$ cat config.mk
export PLATFORM = sky130hd
export DESIGN_NAME = tspp_sin
export DESIGN_NICKNAME = d
export VERILOG_FILES = /design/src/hw/rtl/tspp_pkg.sv /design/src/hw/rtl/tspp_sin.sv
export SDC_FILE = /design/constraint.sdc
export NUM_CORES = 2
export LEC_CHECK = 0
export CAP_MARGIN = 25
export CORE_MARGIN = 1
export CORE_UTILIZATION = 50
export DETAILED_ROUTE_END_ITERATION = 6
export DONT_BUFFER_PORTS = 1
export PLACE_DENSITY = 0.63
export SLEW_MARGIN = 20
export SYNTH_ARGS = -nofsm -noshare
export SYNTH_HDL_FRONTEND = slang
export SYNTH_SLANG_ARGS = --single-unit
$ cat constraint.sdc
create_clock -name clk -period 14.15 [get_ports clk]
set_clock_uncertainty 0.1 [all_clocks]
set_input_delay 2.83 -clock clk [delete_from_list [all_inputs] [get_ports clk]]
set_output_delay 2.83 -clock clk [all_outputs]
set_load 0.005 [all_outputs]
$ cat src/hw/rtl/tspp_pkg.sv
// Shared constants and types of the tilted scan point projection core.
package tspp_pkg;

    // Polynomial sine coefficients (Q30 fixed point).
    localparam logic [30:0] SIN_A = 31'd1686629713;
    localparam logic [29:0] SIN_B = 30'd688904866;
    localparam logic [26:0] SIN_C = 27'd76016977;

    localparam logic [15:0] QUARTER_TURN = 16'd16384;

    // Register indexes of the configuration port.
    localparam logic [7:0] REG_RANGE_MIN   = 8'd0;
    localparam logic [7:0] REG_RANGE_MAX   = 8'd1;
    localparam logic [7:0] REG_START_ANGLE = 8'd2;
    localparam logic [7:0] REG_ANGLE_STEP  = 8'd3;

    // Fields that travel alongside the arithmetic.
    typedef struct packed {
        logic        valid;
        logic [15:0] range;
        logic [15:0] intensity;
        logic        last;
    } sideband_t;

endpackage

$ cat src/hw/rtl/tspp_sin.sv
// Four-cell pipelined Q15 sine of a 16-bit binary angle.
module tspp_sin
(
    input  logic               clk,
    input  logic               en,
    input  logic [15:0]        angle,
    output logic signed [16:0] sine
);

    logic [14:0]        u_fold;
    logic [29:0]        usq;

    logic [14:0]        u1_reg, u2c_reg, u3_reg;
    logic               neg1_reg, neg2_reg, neg3_reg;
    logic [30:0]        u2_1_reg, u2_2_reg;
    logic [29:0]        inner_reg;
    logic [30:0]        outer_reg;
    logic signed [16:0] sine_reg;

    logic [57:0]        p_full;
    logic [29:0]        inner_next;
    logic [60:0]        q_full;
    logic [30:0]        outer_next;
    logic [45:0]        m_full;
    logic [16:0]        mag;

    assign u_fold = angle[14] ? (15'd16384 - {1'b0, angle[13:0]}) : {1'b0, angle[13:0]};
    assign usq    = 30'(u_fold) * 30'(u_fold);

    assign p_full     = 58'(u2_1_reg) * 58'(tspp_pkg::SIN_C);
    assign inner_next = tspp_pkg::SIN_B - {2'b00, p_full[57:30]};

    assign q_full     = 61'(u2_2_reg) * 61'(inner_reg);
    assign outer_next = tspp_pkg::SIN_A - {1'b0, q_full[59:30]};

    assign m_full = 46'(u3_reg) * 46'(outer_reg);
    assign mag    = m_full[45:29];

    always_ff @(posedge clk)
    begin
        if (en)
        begin
            u1_reg    <= u_fold;
            neg1_reg  <= angle[15];
            u2_1_reg  <= {usq[28:0], 2'b00};

            u2c_reg   <= u1_reg;
            neg2_reg  <= neg1_reg;
            u2_2_reg  <= u2_1_reg;
            inner_reg <= inner_next;

            u3_reg    <= u2c_reg;
            neg3_reg  <= neg2_reg;
            outer_reg <= outer_next;

            sine_reg  <= neg3_reg ? -$signed(mag) : $signed(mag);
        end
    end

    assign sine = sine_reg;

endmodule

* After elaboration in Yosys (flattened, before gate mapping)
Index checks and enable logic that the tools add are counted.
Cells by class: add/sub/neg operators 4, multiply operators 4, mux-type cells 2
Operator list (count):
- multiplier 29 x 30 -> 58 bit | 1
- multiplier 29 x 27 -> 56 bit, second input constant | 1
- multiplier 15 x 31 -> 46 bit | 1
- subtractor 31 x 30 -> 31 bit, first input constant | 1
- subtractor 30 x 28 -> 30 bit, first input constant | 1
- multiplier 15 x 15 -> 29 bit | 1
- two-way mux 17 bit | 1
- negation 17 bit | 1
- two-way mux 15 bit | 1
- subtractor 15 x 14 -> 15 bit, first input constant | 1
Word-level totals: register bits 184, input port bits 18, output and inout bits 17, word-level logic and storage cells 21

* Longest topological paths before layout
word-level depth 3, gate-level depth with buffers 35

* Least setup slack after synthesis
No wires, ideal clock.
kind input to register, from input angle[0], to register u2_1_reg[30] (data pin), library setup time 0.260 ns, arrival 9.838 ns, data required time 13.790 ns, path slack 3.952 ns, stages 30, cell sequence clkbuf_1 -> clkinv_1 -> ha_1 -> nand2_1 -> or2_2 -> or3_1 -> or3_1 -> nand2_1 -> xor2_1 -> clkbuf_1 -> nor2_1 -> fa_1 -> fa_1 -> inv_1 -> fa_1 -> fa_1 -> fa_1 -> inv_1 -> fa_1 -> ha_1 -> a21o_1 -> a21oi_1 -> o21ai_0 -> a31oi_1 -> a2111oi_0 -> o21a_1 -> o21ai_0 -> nand2b_1 -> a21oi_1 -> xnor2_1
On the way: longest elaborated chain between the ends 3
Ends and longest elaborated chain:
- from (decl) | RTL line tspp_sin.sv:6 | input logic [15:0] angle,
- subtractor 15 x 14 -> 15 bit | RTL line tspp_sin.sv:27 | assign u_fold = angle[14] ? (15'd16384 - {1'b0, angle[13:0]}) : {1'b0, angle[13:0]};
- two-way mux 15 bit (*) | RTL line tspp_sin.sv:27
- multiplier 15 x 15 -> 29 bit (*) | RTL line tspp_sin.sv:28 | assign usq = 30'(u_fold) * 30'(u_fold);
- net usq[28] | RTL line tspp_sin.sv:11 | logic [29:0] usq;
- to (signal assigned) | RTL line tspp_sin.sv:45 | u2_1_reg <= {usq[28:0], 2'b00};
- to (decl) | RTL line tspp_sin.sv:15 | logic [30:0] u2_1_reg, u2_2_reg;
The timed path passes the listed nets; every way through them passes the cells marked *. A chain may end at the register's enable or synchronous reset.

* Worst setup path after layout
from input angle[8], to register u2_1_reg[30] (data pin)
On the way: longest elaborated chain between the ends 3
Ends and longest elaborated chain:
- subtractor 15 x 14 -> 15 bit | RTL line tspp_sin.sv:27
- two-way mux 15 bit | RTL line tspp_sin.sv:27
- net u_fold[11] | RTL line tspp_sin.sv:10 | logic [14:0] u_fold;
- multiplier 15 x 15 -> 29 bit | RTL line tspp_sin.sv:28
- net usq[28] | RTL line tspp_sin.sv:11
The timed path passes the listed nets, and every way through them passes these cells.

==> impl_summary.log <==
INFO  metric result_of_the_run = finished, final reports clean
INFO  metric worst_hold_path_type = reg -> reg
INFO  metric number_of_primary_i_o_pins = 35
INFO  metric routed-via-count = 46079
INFO  metric core-area = 133500 µm²
INFO  metric cts-root-buf = sky130_fd_sc_hd__clkbuf_16
INFO  metric number_of_clock_buffers_inserted_by_tritoncts = 17
INFO  metric dominant_cell_by_count_in_the_synthesized_netlist = sky130_fd_sc_hd__inv_1
INFO  metric synth_compound_gate_area_share = 0.05456
INFO  metric layout.filler_cells = 12331
INFO  metric post_synth_fa_ha_maj_area_fraction = 0.5942
INFO  metric critical_path.reg2reg.endpoint = outer_reg[29]
INFO  metric drt-vias-per-instance = 5.314
INFO  metric max_slew.worst_pin.slew = about 1100 ps
INFO  metric yosysUniqueCellTypes = 94
INFO  metric async_reset_ff_frac = 0
INFO  metric port_buffers = 0
INFO  metric timing.final.crit_period = 10370 ps
INFO  metric fin_nets = slightly above 9000
INFO  metric route.final.wire_length = around 170000 µm
INFO  metric grt_first_pass_wirelength = 271700 µm
INFO  metric floorplan.die.width = approximately 370 µm
INFO  metric timing.final.setup_violations = 0
INFO  metric ys_seq_elements = 180
INFO  metric synth.area.mux_share = 0.001822
INFO  metric syn-instance-count = ~7000
INFO  metric post_drt_wl_per_cell = between 15 and 20 µm
INFO  metric synth_top_cells_by_count = sky130_fd_sc_hd__inv_1 (1700), sky130_fd_sc_hd__fa_1 (1529), sky130_fd_sc_hd__nand2_1 (857)
INFO  metric die_area = 136000 µm²
INFO  metric cts.path.max_buffers = 2
INFO  metric required = 14330 ps
INFO  metric rrSetupSlack = 4170 ps
INFO  metric place.detailed.hpwl = 132600 µm
INFO  metric synth_seq_area_share = 0.08033
INFO  metric rsz0062_at_grt = false
INFO  metric cts_hold_repair.buffers = 0
INFO  metric synthesis.yosys.warnings = 0
INFO  metric synth_top_flop_cell = sky130_fd_sc_hd__edfxtp_1
INFO  metric post_cts_buffers = 0
INFO  metric post_cts_resized = 0
INFO  metric main_combinational_cell_family_by_area_after_synthesis = adder cells
INFO  metric finalCritPeriodShare = 0.7328
INFO  metric groute.usage.overall = 0.2548
INFO  metric areaGrowthSynthToFinish = 4.067%
INFO  metric cts.sinks = 180
INFO  metric netlist.top_cell.by_area = sky130_fd_sc_hd__fa_1
INFO  metric share_of_cells_above_drive_strength_1 = 0.02767
INFO  metric timing.setup.critical_path_class = in -> reg
INFO  metric synth_top_cell_area_share = 0.4549
INFO  metric synthTopCellsByArea = sky130_fd_sc_hd__fa_1 (45%), sky130_fd_sc_hd__ha_1 (14%), sky130_fd_sc_hd__inv_1 (9.5%)
INFO  metric timing.reg2reg.worst_path_depth = 33
INFO  metric worst_path_most_repeated_cell = sky130_fd_sc_hd__fa_1
INFO  metric timing.max_slew.rel_slack = 0.2792
INFO  metric critPathLaunch = angle[8]
INFO  metric drtIter0Drc = 2566
INFO  metric number_of_enable_type_register_cells_in_the_synthesized_netlist = 180
INFO  metric grt_max_degree = 181
INFO  metric clkSlewWorstSetupHoldPaths = 70 ps
INFO  metric dr.pass1.iters = 6
INFO  metric worst-endpoint-arrival = 10550 ps
INFO  metric place_congestion = 0.8903
INFO  metric yosys.area_share.simple = 0.1371
INFO  metric reg2reg_from = u2_2_reg[8]
INFO  metric remaining_drc_errors = 0
INFO  metric cpPeakStageDelay = between 500 and 600 ps
INFO  metric number_of_flip_flops_under_the_largest_register_name = 31
INFO  metric timing.setup.tns = 0 ps
INFO  metric cp-end-kind = flop
INFO  metric slew_viol_final = 0
INFO  metric synthXorXnorAreaFrac = 0.02105
INFO  metric clk_latency = ~540 ps
INFO  metric fp-row-count = between 100 and 150
INFO  metric maxCapViolCount = 0
INFO  metric max_clock_freq = just under 100 MHz
INFO  metric start_util = 0.5042
INFO  metric synth_area_per_cell = 9.573 µm²
INFO  metric tritoncts = done
INFO  metric cts-htree-levels = 4
INFO  metric cpMaxStageDelayCell = sky130_fd_sc_hd__or4_1
INFO  metric critical_path.startpoint_type = input port
INFO  metric global_route.overflow_total = 0
INFO  metric drt.antenna.violating_nets = 0
INFO  metric post_synth_instance_area = just under 70000 µm²
INFO  metric hold_viol_final = 0
INFO  metric endpoint = u2_1_reg[30]
INFO  metric dieHeight = 368.8 µm
INFO  metric antenna_found_initial = 4
INFO  metric cp_max_fo = 11
INFO  metric first_global_vias = between 50000 and 60000
==> critical path: cells and delay by family <==
family,cells,cell delay (ps)
buf+inv,4,640
compound gates,9,2040
xor+xnor,2,630
simple gates,5,1520
fa+ha+maj,7,2890
==> metrics by stage <==
stage                     utilization  worst slack [ps]  area, µm²  hold WS (ps)  instances
after floorplan                     -              3952      67350         300.3       7047
after global placement         0.5184              2956      69180         310.8       8624
after detailed placement       0.5194              2918      69320         307.5       8632
after CTS                      0.5238              3479      69900         319.3       8664
after global routing           0.5247              3296      70020         318.2       8671
final                          0.5247              3781      70020         316.3       8672
==> cell families (layout without fill, tap and decap cells) <==
logic type | count (synthesis) | count (layout)
XOR/XNOR | 158 | 158
AND/OR/NAND/NOR | 1880 | 1880
other | 2 | 21
flip-flops | 180 | 180
adder cells (fa/ha/maj) | 2278 | 2278
buffers and inverters | 1986 | 1842
multiplexers | 11 | 11
AO/OA/AOI/OAI | 534 | 534
==> cell type report <==
cell class	count	area, µm²	area share
Clock inverter	15	157.7	0.002251
Sequential cell	180	5405	0.07719
Antenna cell	1	2.502	0.00003574
Multi-Input combinational cell	4881	54510	0.7784
Inverter	1707	6407	0.09150
Tap cell	1768	2212	0.03159
Clock buffer	17	425.4	0.006075
Timing Repair Buffer	103	907.1	0.01295
==> metal layers <==
metal	wire (µm)	up-vias	track usage
li1	-	20823	-
met3	8473	219	0.03062
met1	70640	23785	0.3349
met5	0	-	0
met4	4027	0	0.06767
met2	82390	1252	0.4439
==> cell usage in the layout (no fill, tap or decap), drive strengths merged, types with 17 or more instances in the layout <==
master,n
inv,1711
fa,1529
nand2,857
ha,749
and2,638
edfxtp,180
nor2,155
a21oi,147
xnor2,116
buf,103
a21o,80
o21ai,79
nor3,48
xor2,41
nand3,34
o21a,32
a211oi,23
o21bai,22
nand2b,20
nand4,20
o211ai,20
conb,20
or2,19
and3,18
clkbuf,17
==> worst min-delay path by stage <==
| stage | slack (ps) | depth (start not counted) | start | endpoint |
|---|---|---|---|---|
| after floorplan | 300 | 0 | neg1_reg | neg2_reg |
| after global placement | 310 | 0 | u2c_reg[6] | u3_reg[6] |
| after detailed placement | 310 | 0 | u2c_reg[13] | u3_reg[13] |
| after CTS | 320 | 0 | u2c_reg[13] | u3_reg[13] |
| after global routing | 320 | 0 | u2c_reg[13] | u3_reg[13] |
| final | 320 | 0 | u2c_reg[13] | u3_reg[13] |
Power is not shown: default switching activity piles up to over one toggle a cycle in this logic, so the estimate is an artifact.
